### config.mk
export PLATFORM = sky130hd
export DESIGN_NAME = boot_info_tag_region_parser_unit
export DESIGN_NICKNAME = d
export VERILOG_FILES = /design/src/rtl/bitp_pkg.sv /design/src/rtl/bitp_front.sv /design/src/rtl/bitp_queue.sv /design/src/rtl/bitp_back.sv /design/src/rtl/boot_info_tag_region_parser_unit.sv
export SDC_FILE = /design/constraint.sdc
export NUM_CORES = 1
export LEC_CHECK = 0
export ABC_AREA = 1
export ABC_CLOCK_PERIOD_IN_PS = 24000
export BUFFER_PORTS_ARGS = -buffer_cell sky130_fd_sc_hd__buf_2
export CAP_MARGIN = 40
export CORE_MARGIN = 2
export CORE_UTILIZATION = 66
export CTS_BUF_LIST = sky130_fd_sc_hd__clkbuf_4 sky130_fd_sc_hd__clkbuf_8
export CTS_CLUSTER_DIAMETER = 50
export DETAILED_ROUTE_END_ITERATION = 12
export PLACE_DENSITY = 0.84
export SETUP_SLACK_MARGIN = 0.05
export SYNTH_ARGS = -nofsm -noshare
export SYNTH_HDL_FRONTEND = slang
export SYNTH_HIERARCHICAL = 1
export SYNTH_SLANG_ARGS = --single-unit
### constraint.sdc
create_clock -name clk -period 24 [get_ports clk]
set_input_delay 2.4 -clock clk [delete_from_list [all_inputs] [get_ports clk]]
set_output_delay 2.4 -clock clk [all_outputs]
set_load 0.01 [all_outputs]
### src/rtl/bitp_pkg.sv
package bitp_pkg;

  localparam logic [31:0] BOOT_MAGIC        = 32'h36d7_6289;
  localparam logic [31:0] MMAP_ENTRY_BYTES  = 32'd24;
  localparam logic [31:0] SECTION_HDR_BYTES = 32'd64;
  localparam logic [31:0] HEADER_BYTES      = 32'd8;
  localparam logic [31:0] USABLE_TYPE       = 32'd1;

  localparam logic [31:0] MMAP_TYPE_RESET    = 32'd6;
  localparam logic [31:0] SECTION_TYPE_RESET = 32'd9;

  localparam int QUEUE_DEPTH_DEFAULT = 4;

  // register indexes
  localparam logic [1:0] REG_LOADER_MAGIC = 2'd0;
  localparam logic [1:0] REG_MMAP_TYPE    = 2'd1;
  localparam logic [1:0] REG_SECTION_TYPE = 2'd2;

  // result kinds
  localparam logic [2:0] KIND_REGION       = 3'd0;
  localparam logic [2:0] KIND_SECTION      = 3'd1;
  localparam logic [2:0] KIND_BAD_MAGIC    = 3'd2;
  localparam logic [2:0] KIND_BAD_ENTRY_SZ = 3'd3;
  localparam logic [2:0] KIND_BAD_VERSION  = 3'd4;
  localparam logic [2:0] KIND_BAD_SECT_SZ  = 3'd5;

  typedef struct packed {
    logic        magic_ok;
    logic [31:0] mmap_type;
    logic [31:0] section_type;
  } cfg_t;

  // one classified word on its way to the parser
  typedef struct packed {
    logic [31:0] word;
    logic        start;
    logic        is_section_type;
    logic        is_mmap_type;
    logic        is_entry_bytes;
    logic        is_hdr_bytes;
    logic        is_zero;
    logic        is_usable;
  } q_item_t;

  typedef struct packed {
    logic [2:0]  kind;
    logic [63:0] base;
    logic [63:0] length;
  } result_t;

endpackage

### src/rtl/bitp_front.sv
module bitp_front
  import bitp_pkg::*;
(
  input  logic [31:0] word,
  input  logic        start,
  input  cfg_t        cfg,
  output q_item_t     item
);

  // per-word compares done up front so the parser only looks at flags
  always_comb begin
    item.word            = word;
    item.start           = start;
    item.is_section_type = (word == cfg.section_type);
    item.is_mmap_type    = (word == cfg.mmap_type);
    item.is_entry_bytes  = (word == MMAP_ENTRY_BYTES);
    item.is_hdr_bytes    = (word == SECTION_HDR_BYTES);
    item.is_zero         = (word == 32'd0);
    item.is_usable       = (word == USABLE_TYPE);
  end

endmodule

### src/rtl/bitp_queue.sv
module bitp_queue
  import bitp_pkg::*;
#(
  parameter int DEPTH = QUEUE_DEPTH_DEFAULT
) (
  input  logic    clk,
  input  logic    rst,
  input  logic    push,
  input  q_item_t push_item,
  output logic    full,
  input  logic    pop,
  output q_item_t pop_item,
  output logic    not_empty
);

  localparam int PW = (DEPTH > 1) ? $clog2(DEPTH) : 1;
  localparam int CW = $clog2(DEPTH + 1);

  q_item_t         slots [DEPTH];
  logic [PW-1:0]   wr_ptr;
  logic [PW-1:0]   rd_ptr;
  logic [CW-1:0]   count;

  function automatic logic [PW-1:0] bump(input logic [PW-1:0] p);
    return (p == PW'(DEPTH - 1)) ? '0 : p + 1'b1;
  endfunction

  assign full      = (count == CW'(DEPTH));
  assign not_empty = (count != '0);
  assign pop_item  = slots[rd_ptr];

  always_ff @(posedge clk) begin
    if (push) begin
      slots[wr_ptr] <= push_item;
    end
  end

  always_ff @(posedge clk) begin
    if (rst) begin
      wr_ptr <= '0;
      rd_ptr <= '0;
      count  <= '0;
    end else begin
      if (push) wr_ptr <= bump(wr_ptr);
      if (pop)  rd_ptr <= bump(rd_ptr);
      if (push && !pop)      count <= count + 1'b1;
      else if (!push && pop) count <= count - 1'b1;
    end
  end

endmodule

### src/rtl/bitp_back.sv
module bitp_back
  import bitp_pkg::*;
(
  input  logic    clk,
  input  logic    rst,
  input  logic    magic_ok,
  input  logic    item_valid,
  input  q_item_t item,
  output logic    item_pop,
  output logic    res_valid,
  input  logic    res_ready,
  output result_t res
);

  localparam logic [2:0] PHASE_TYPE     = 3'd0;
  localparam logic [2:0] PHASE_SIZE     = 3'd1;
  localparam logic [2:0] PHASE_FIELDS   = 3'd2;
  localparam logic [2:0] PHASE_RESERVED = 3'd3;
  localparam logic [2:0] PHASE_ENTRIES  = 3'd4;

  localparam logic [1:0] CLASS_OTHER   = 2'd0;
  localparam logic [1:0] CLASS_MMAP    = 2'd1;
  localparam logic [1:0] CLASS_SECTION = 2'd2;

  logic        active, active_next;
  logic [31:0] info_left, info_left_next;
  logic [31:0] tag_left, tag_left_next;
  logic [31:0] data_left, data_left_next;
  logic [2:0]  phase, phase_next;
  logic [1:0]  tag_class, tag_class_next;
  logic [4:0]  word_in_entry, word_in_entry_next;
  logic [31:0] sections_left, sections_left_next;
  logic [63:0] addr_acc, addr_acc_next;
  logic [63:0] len_acc, len_acc_next;
  logic        usable, usable_next;

  logic        emit;
  result_t     emit_res;
  logic [32:0] padded;
  logic [31:0] w;

  assign item_pop = item_valid && (!res_valid || res_ready);
  assign w        = item.word;
  assign padded   = ({1'b0, w} + 33'd7) & ~33'd7;

  always_comb begin
    active_next        = active;
    info_left_next     = info_left;
    tag_left_next      = tag_left;
    data_left_next     = data_left;
    phase_next         = phase;
    tag_class_next     = tag_class;
    word_in_entry_next = word_in_entry;
    sections_left_next = sections_left;
    addr_acc_next      = addr_acc;
    len_acc_next       = len_acc;
    usable_next        = usable;
    emit               = 1'b0;
    emit_res           = '0;

    if (item.start) begin
      tag_left_next      = '0;
      data_left_next     = '0;
      phase_next         = PHASE_RESERVED;
      tag_class_next     = CLASS_OTHER;
      word_in_entry_next = '0;
      sections_left_next = '0;
      usable_next        = 1'b0;
      if (!magic_ok) begin
        active_next    = 1'b0;
        info_left_next = '0;
        emit           = 1'b1;
        emit_res.kind  = KIND_BAD_MAGIC;
      end else begin
        active_next    = 1'b1;
        info_left_next = (w > 32'd4) ? w - 32'd4 : '0;
      end
    end else if (active) begin
      if (info_left == '0) begin
        active_next = 1'b0;
      end else begin
        info_left_next = (info_left < 32'd4) ? '0 : info_left - 32'd4;
        case (phase)
          PHASE_RESERVED: begin
            phase_next = PHASE_TYPE;
          end
          PHASE_TYPE: begin
            if (item.is_section_type)   tag_class_next = CLASS_SECTION;
            else if (item.is_mmap_type) tag_class_next = CLASS_MMAP;
            else                        tag_class_next = CLASS_OTHER;
            phase_next = PHASE_SIZE;
          end
          PHASE_SIZE: begin
            if (w < HEADER_BYTES) begin
              tag_left_next  = '0;
              data_left_next = '0;
            end else begin
              tag_left_next  = padded[31:0] - HEADER_BYTES;
              data_left_next = w - HEADER_BYTES;
            end
            word_in_entry_next = '0;
            usable_next        = 1'b0;
            phase_next = (tag_left_next == '0) ? PHASE_TYPE : PHASE_FIELDS;
          end
          default: begin
            data_left_next = (data_left < 32'd4) ? '0 : data_left - 32'd4;
            tag_left_next  = (tag_left < 32'd4) ? '0 : tag_left - 32'd4;
            if (data_left != '0 && tag_class == CLASS_MMAP) begin
              if (phase == PHASE_FIELDS) begin
                // entry size word, then entry version word
                if (word_in_entry == '0) begin
                  if (!item.is_entry_bytes) begin
                    tag_class_next = CLASS_OTHER;
                    emit           = 1'b1;
                    emit_res.kind  = KIND_BAD_ENTRY_SZ;
                  end else begin
                    word_in_entry_next = 5'd1;
                  end
                end else if (!item.is_zero) begin
                  tag_class_next = CLASS_OTHER;
                  emit           = 1'b1;
                  emit_res.kind  = KIND_BAD_VERSION;
                end else begin
                  phase_next         = PHASE_ENTRIES;
                  word_in_entry_next = '0;
                end
              end else begin
                word_in_entry_next = word_in_entry + 5'd1;
                case (word_in_entry)
                  5'd0: begin
                    if (data_left < MMAP_ENTRY_BYTES) begin
                      tag_class_next     = CLASS_OTHER;
                      word_in_entry_next = word_in_entry;
                    end else begin
                      addr_acc_next = {32'd0, w};
                    end
                  end
                  5'd1: addr_acc_next = {w, addr_acc[31:0]};
                  5'd2: len_acc_next  = {32'd0, w};
                  5'd3: len_acc_next  = {w, len_acc[31:0]};
                  5'd4: usable_next   = item.is_usable;
                  default: begin
                    // reserved word closes the entry
                    word_in_entry_next = '0;
                    if (usable) begin
                      usable_next     = 1'b0;
                      emit            = 1'b1;
                      emit_res.kind   = KIND_REGION;
                      emit_res.base   = addr_acc;
                      emit_res.length = len_acc;
                    end
                  end
                endcase
              end
            end else if (data_left != '0 && tag_class == CLASS_SECTION) begin
              if (phase == PHASE_FIELDS) begin
                // count, entry size, string table index
                if (word_in_entry == 5'd0) begin
                  sections_left_next = w;
                  word_in_entry_next = 5'd1;
                end else if (word_in_entry == 5'd1) begin
                  if (!item.is_hdr_bytes) begin
                    tag_class_next = CLASS_OTHER;
                    emit           = 1'b1;
                    emit_res.kind  = KIND_BAD_SECT_SZ;
                  end else begin
                    word_in_entry_next = 5'd2;
                  end
                end else begin
                  phase_next         = PHASE_ENTRIES;
                  word_in_entry_next = '0;
                end
              end else if (word_in_entry == '0 &&
                           (sections_left == '0 || data_left < SECTION_HDR_BYTES)) begin
                tag_class_next = CLASS_OTHER;
              end else begin
                word_in_entry_next = word_in_entry + 5'd1;
                case (word_in_entry)
                  5'd4: addr_acc_next = {32'd0, w};
                  5'd5: addr_acc_next = {w, addr_acc[31:0]};
                  5'd8: len_acc_next  = {32'd0, w};
                  5'd9: begin
                    len_acc_next    = {w, len_acc[31:0]};
                    emit            = 1'b1;
                    emit_res.kind   = KIND_SECTION;
                    emit_res.base   = addr_acc;
                    emit_res.length = {w, len_acc[31:0]};
                  end
                  5'd15: begin
                    word_in_entry_next = '0;
                    sections_left_next = sections_left - 32'd1;
                  end
                  default: ;
                endcase
              end
            end
            if (tag_left_next == '0) begin
              phase_next         = PHASE_TYPE;
              tag_class_next     = CLASS_OTHER;
              word_in_entry_next = '0;
            end
          end
        endcase
        if (info_left_next == '0) active_next = 1'b0;
      end
    end
  end

  always_ff @(posedge clk) begin
    if (rst) begin
      active        <= 1'b0;
      info_left     <= '0;
      tag_left      <= '0;
      data_left     <= '0;
      phase         <= PHASE_TYPE;
      tag_class     <= CLASS_OTHER;
      word_in_entry <= '0;
      sections_left <= '0;
      addr_acc      <= '0;
      len_acc       <= '0;
      usable        <= 1'b0;
      res_valid     <= 1'b0;
    end else begin
      if (item_pop) begin
        active        <= active_next;
        info_left     <= info_left_next;
        tag_left      <= tag_left_next;
        data_left     <= data_left_next;
        phase         <= phase_next;
        tag_class     <= tag_class_next;
        word_in_entry <= word_in_entry_next;
        sections_left <= sections_left_next;
        addr_acc      <= addr_acc_next;
        len_acc       <= len_acc_next;
        usable        <= usable_next;
      end
      if (item_pop) res_valid <= emit;
      else if (res_ready) res_valid <= 1'b0;
    end
  end

  always_ff @(posedge clk) begin
    if (item_pop && emit) res <= emit_res;
  end

endmodule

### src/rtl/boot_info_tag_region_parser_unit.sv
// Boot info tag parser: one 32-bit word per cycle while the result output does not stall.
// Order: the word is written into the classify queue, then popped by the parser, whose output
//   register loads the result and raises m_tvalid; a result held by m_tready stalls the pop.
// Throughput is set by the parser, which retires one queued word per cycle unless the output stalls.
// Reset (rst, synchronous): parser idle, queue empty, no result pending,
//   loader_magic = 0, memory_map_tag_type = 6, section_tag_type = 9.
module boot_info_tag_region_parser_unit
  import bitp_pkg::*;
#(
  parameter int QUEUE_DEPTH = QUEUE_DEPTH_DEFAULT
) (
  input  logic          clk,
  input  logic          rst,
  // input words
  input  logic          s_tvalid,
  output logic          s_tready,
  input  logic [31:0]   s_tdata,   // [31:0] data_word
  input  logic          s_tuser,   // [0] start_of_info
  // results
  output logic          m_tvalid,
  input  logic          m_tready,
  output logic [127:0]  m_tdata,   // [63:0] region_base, [127:64] region_length
  output logic [2:0]    m_tuser,   // [2:0] kind
  // register writes
  input  logic          cfg_valid,
  output logic          cfg_ready,
  input  logic [1:0]    cfg_index,
  input  logic [31:0]   cfg_data
);

  logic [31:0] loader_magic;
  logic [31:0] mmap_type;
  logic [31:0] section_type;
  cfg_t        cfg;

  q_item_t     in_item;
  q_item_t     q_item;
  logic        q_full;
  logic        q_not_empty;
  logic        q_pop;
  logic        push;
  result_t     res;

  // Register file; writes must land only while the block is idle; the block does not enforce it.
  assign cfg_ready = 1'b1;

  always_ff @(posedge clk) begin
    if (rst) begin
      loader_magic <= '0;
      mmap_type    <= MMAP_TYPE_RESET;
      section_type <= SECTION_TYPE_RESET;
    end else if (cfg_valid && cfg_ready) begin
      case (cfg_index)
        REG_LOADER_MAGIC: loader_magic <= cfg_data;
        REG_MMAP_TYPE:    mmap_type    <= cfg_data;
        REG_SECTION_TYPE: section_type <= cfg_data;
        default: ;  // unmapped index, dropped
      endcase
    end
  end

  assign cfg.magic_ok     = (loader_magic == BOOT_MAGIC);
  assign cfg.mmap_type    = mmap_type;
  assign cfg.section_type = section_type;

  // Front: tag-type and field-value compares on the incoming word.
  bitp_front u_front (
    .word  (s_tdata),
    .start (s_tuser),
    .cfg   (cfg),
    .item  (in_item)
  );

  // Queue decouples input backpressure from the parser / output side.
  assign s_tready = !q_full;
  assign push     = s_tvalid && s_tready;

  bitp_queue #(
    .DEPTH (QUEUE_DEPTH)
  ) u_queue (
    .clk       (clk),
    .rst       (rst),
    .push      (push),
    .push_item (in_item),
    .full      (q_full),
    .pop       (q_pop),
    .pop_item  (q_item),
    .not_empty (q_not_empty)
  );

  // Back: tag walker; pops a word whenever the output register is free or draining.
  bitp_back u_back (
    .clk        (clk),
    .rst        (rst),
    .magic_ok   (cfg.magic_ok),
    .item_valid (q_not_empty),
    .item       (q_item),
    .item_pop   (q_pop),
    .res_valid  (m_tvalid),
    .res_ready  (m_tready),
    .res        (res)
  );

  assign m_tdata = {res.length, res.base};
  assign m_tuser = res.kind;

endmodule
==> impl_metrics.env <==
export IMPL_run_status="finished, final reports clean"
export IMPL_port_buffers=204
export IMPL_crit_buf_inv=6
export IMPL_cts_htree_levels=3
export IMPL_viasPerCell=5.93
export IMPL_grt_pass1_vias=30703
export IMPL_area_growth_syn_to_layout_pct=9.52
export IMPL_crit_path_cell_trace="buf_4 -> inv_4 -> o21ai_0 -> o22ai_2 -> buf_4 -> inv_1 -> o21a_1 -> nor2_4 -> inv_2 -> a21oi_2 -> nand2_1 -> inv_2 -> o211ai_1 -> a21oi_1"
export IMPL_arrival_ns=6.69
export IMPL_period_share_pct=25.2
export IMPL_io_pin_count=206
export IMPL_syn_area_um2=35900
export IMPL_die_w_um=237
export IMPL_crit_family="buffers and inverters"
export IMPL_setup_viol_count_final=0
export IMPL_ant_nets=0
export IMPL_die_area_um2=56300
export IMPL_rsz0062_at_grt="no"
export IMPL_maxSlewViolCount=0
export IMPL_ys_types=64
export IMPL_clockBufferDepth=3
export IMPL_path_class="register to register"
export IMPL_relSlewSlack_pct=36.6
export IMPL_die_h_um=237
export IMPL_final_common_cell="nand2_1"
export IMPL_worstSkewPairLatency_ns=0.75
export IMPL_place_ws_ns=18.02
export IMPL_fillers=4270
export IMPL_p_leak_uw=0.0158
export IMPL_r2r_slack_ns=17.95
export IMPL_reg2reg_to="u_back/tag_left[31]"
export IMPL_holdPathEnd="u_back/tag_left[1]"
export IMPL_skew_ns=0.0483
export IMPL_crit_path_start_kind="register"
export IMPL_hold_depth=2
export IMPL_p_per_area_nw_per_um2=151
export IMPL_tightest_slew_ns=0.951
export IMPL_ys_ff_latch=661
export IMPL_cts_resized=0
export IMPL_fin_crit_ns=6.05
export IMPL_drive_above_1_share_pct=14.0
export IMPL_synth_nets=4877
export IMPL_gp_congestion=1.06
export IMPL_rows=85
export IMPL_ctsHoldBuffers=0
export IMPL_cts_root_buffer="clkbuf_8"
export IMPL_cts_setup_buffers=0
export IMPL_hp_class="register to register"
export IMPL_drv_cap=0
export IMPL_finalWorstSetupSlack_ns=17.95
export IMPL_async_reset_ff_share_pct=0
export IMPL_grt_first_pass_wirelength_um=170000
export IMPL_holdWs_ns=0.470
export IMPL_grt_start_max_net_pins=89
export IMPL_final_cell_mix="nand2_1 (1024), nor2_1 (853), inv_1 (439)"
export IMPL_postLayoutCoreUtil_pct=73.1
export IMPL_routedWlPerCell_um=19.5
export IMPL_grt_overflow=0
export IMPL_reg2regPathDepth=14
export IMPL_cp_end_kind="register"
export IMPL_yosysWarnings=6
export IMPL_hold_viol_final=0
export IMPL_crit_required_ns=24.64
export IMPL_synth_edf_count=287
export IMPL_clkTransAtPathRegs_ns=0.06
export IMPL_antenna_found_initial=3
export IMPL_cpMaxStageDelayCell="inv_2"
export IMPL_vias=33680
export IMPL_netlist_instances=4778
export IMPL_ys_dominant_reg_cell="dfxtp_1"
export IMPL_cts_tree="built"
export IMPL_dp_hpwl_um=77400
export IMPL_tns_ns=0
export IMPL_avgSynthCellArea_um2=7.52
export IMPL_drc=0
export IMPL_drt_iter0_drc=3466
export IMPL_numCtsBuffers=105
export IMPL_core_area_um2=53800
export IMPL_max_stage_delay_ns=0.70
export IMPL_path_max_fanout=46
export IMPL_dr_pass1_iters=6
export IMPL_ys_seq_area_share_pct=44.8
export IMPL_vdd_drop_max_uv=198
export IMPL_start_util_pct=66.7
export IMPL_hp_start="u_back/tag_left[1]"
export IMPL_cts_sinks=661
export IMPL_routed_wl_um=111000
export IMPL_fmax_mhz=165
export IMPL_grt_usage_pct=38.5
export IMPL_nets=4999
cells by family after synthesis:
kind of cell	after synthesis	share of synthesized area, %
flip-flops	661	44.8
adder cells (fa/ha/maj)	27	0.962
buffers and inverters	741	8.83
AO/OA/AOI/OAI	861	13.3
other	1	0.0104
AND/OR/NAND/NOR	2402	29.9
XOR/XNOR	85	2.09
power by group:
part	total [uW]	switching, uW	internal, uW
Sequential	1570	149	1420
Combinational	3370	2430	938
Clock	1000	460	545
cell type report:
cell class,count,area (um2),share of cell area [%]
multi-input cells,3376,16700,42.4
flip-flops and latches,661,16100,40.9
clock buffers,156,1860,4.73
inverters,479,1800,4.59
repair buffers,277,1680,4.28
well taps,696,871,2.21
clock inverters,36,337,0.856
diodes,2,5.00,0.0127
stage by stage:
step,cells,power [uW],instance area [um2]
finish,5683,5950,39300
global route,5683,6330,39300
CTS,5681,5840,39300
detailed placement,5489,4830,37100
global placement,5479,4790,37000
floorplan,4778,3880,35900
worst max-delay path by stage:
stage	end	start	slack [ns]	cells after the start
floorplan	u_back/res[0]	m_tready	14.35	4
global placement	u_back/data_left[14]	m_tready	18.14	11
detailed placement	u_back/tag_left[31]	m_tready	18.02	11
CTS	u_back/tag_left[31]	register	18.11	14
global route	u_back/tag_left[31]	register	17.45	14
finish	u_back/tag_left[31]	register	17.95	14
cell usage after synthesis (16+ instances only):
library cell  instances  area [um2]
nor2_2               24         150
xor2_1               75         657
o21ai_1              64         320
a21oi_2              32         280
o22ai_1              55         344
nor2_1              856        3210
clkbuf_1            113         424
o211ai_1             23         173
buf_2                76         380
nor3_1               49         245
a31oi_1              21         131
inv_1               441        1660
nand4_1              58         363
nor2_4               16         180
nand2_1            1025        3850
buf_4                50         375
a21oi_1             222        1110
nand3_1             212        1060
o21ai_0             383        1920
ha_1                 26         325
nor3b_2              85        1060
inv_2                30         113
dfxtp_1             374        7490
edfxtp_1            287        8620
sequential cells by signal (all words and copies together), names as in the netlist, 2 cells and up, named ones only:
register              cells
u_queue/wr_ptr            2
u_back/tag_class          2
u_back/sections_left     32
u_back/tag_left          32
u_back/res              131
u_back/addr_acc          64
u_back/len_acc           64
u_back/word_in_entry      5
u_back/data_left         32
u_back/phase              3
mmap_type                32
u_queue/count             3
u_back/info_left         32
loader_magic             32
section_type             32
u_queue/slots           156
u_queue/rd_ptr            2
worst min-delay path, stage by stage (launching register included):
cell	delay [ns]
dfxtp_1	0.31
inv_1	0.07
nor2_1	0.04
metal layers:
metal / share of wire, % / global-route usage (%) / vias up
li1: - / - / 15926
met1: 38 / 49.1 / 15556
met2: 46 / 62.0 / 1837
met3: 10 / 6.93 / 361
met4: 5.8 / 22.0 / 0
met5: 0 / 0 / -
(Power assumes the default switching activity.)
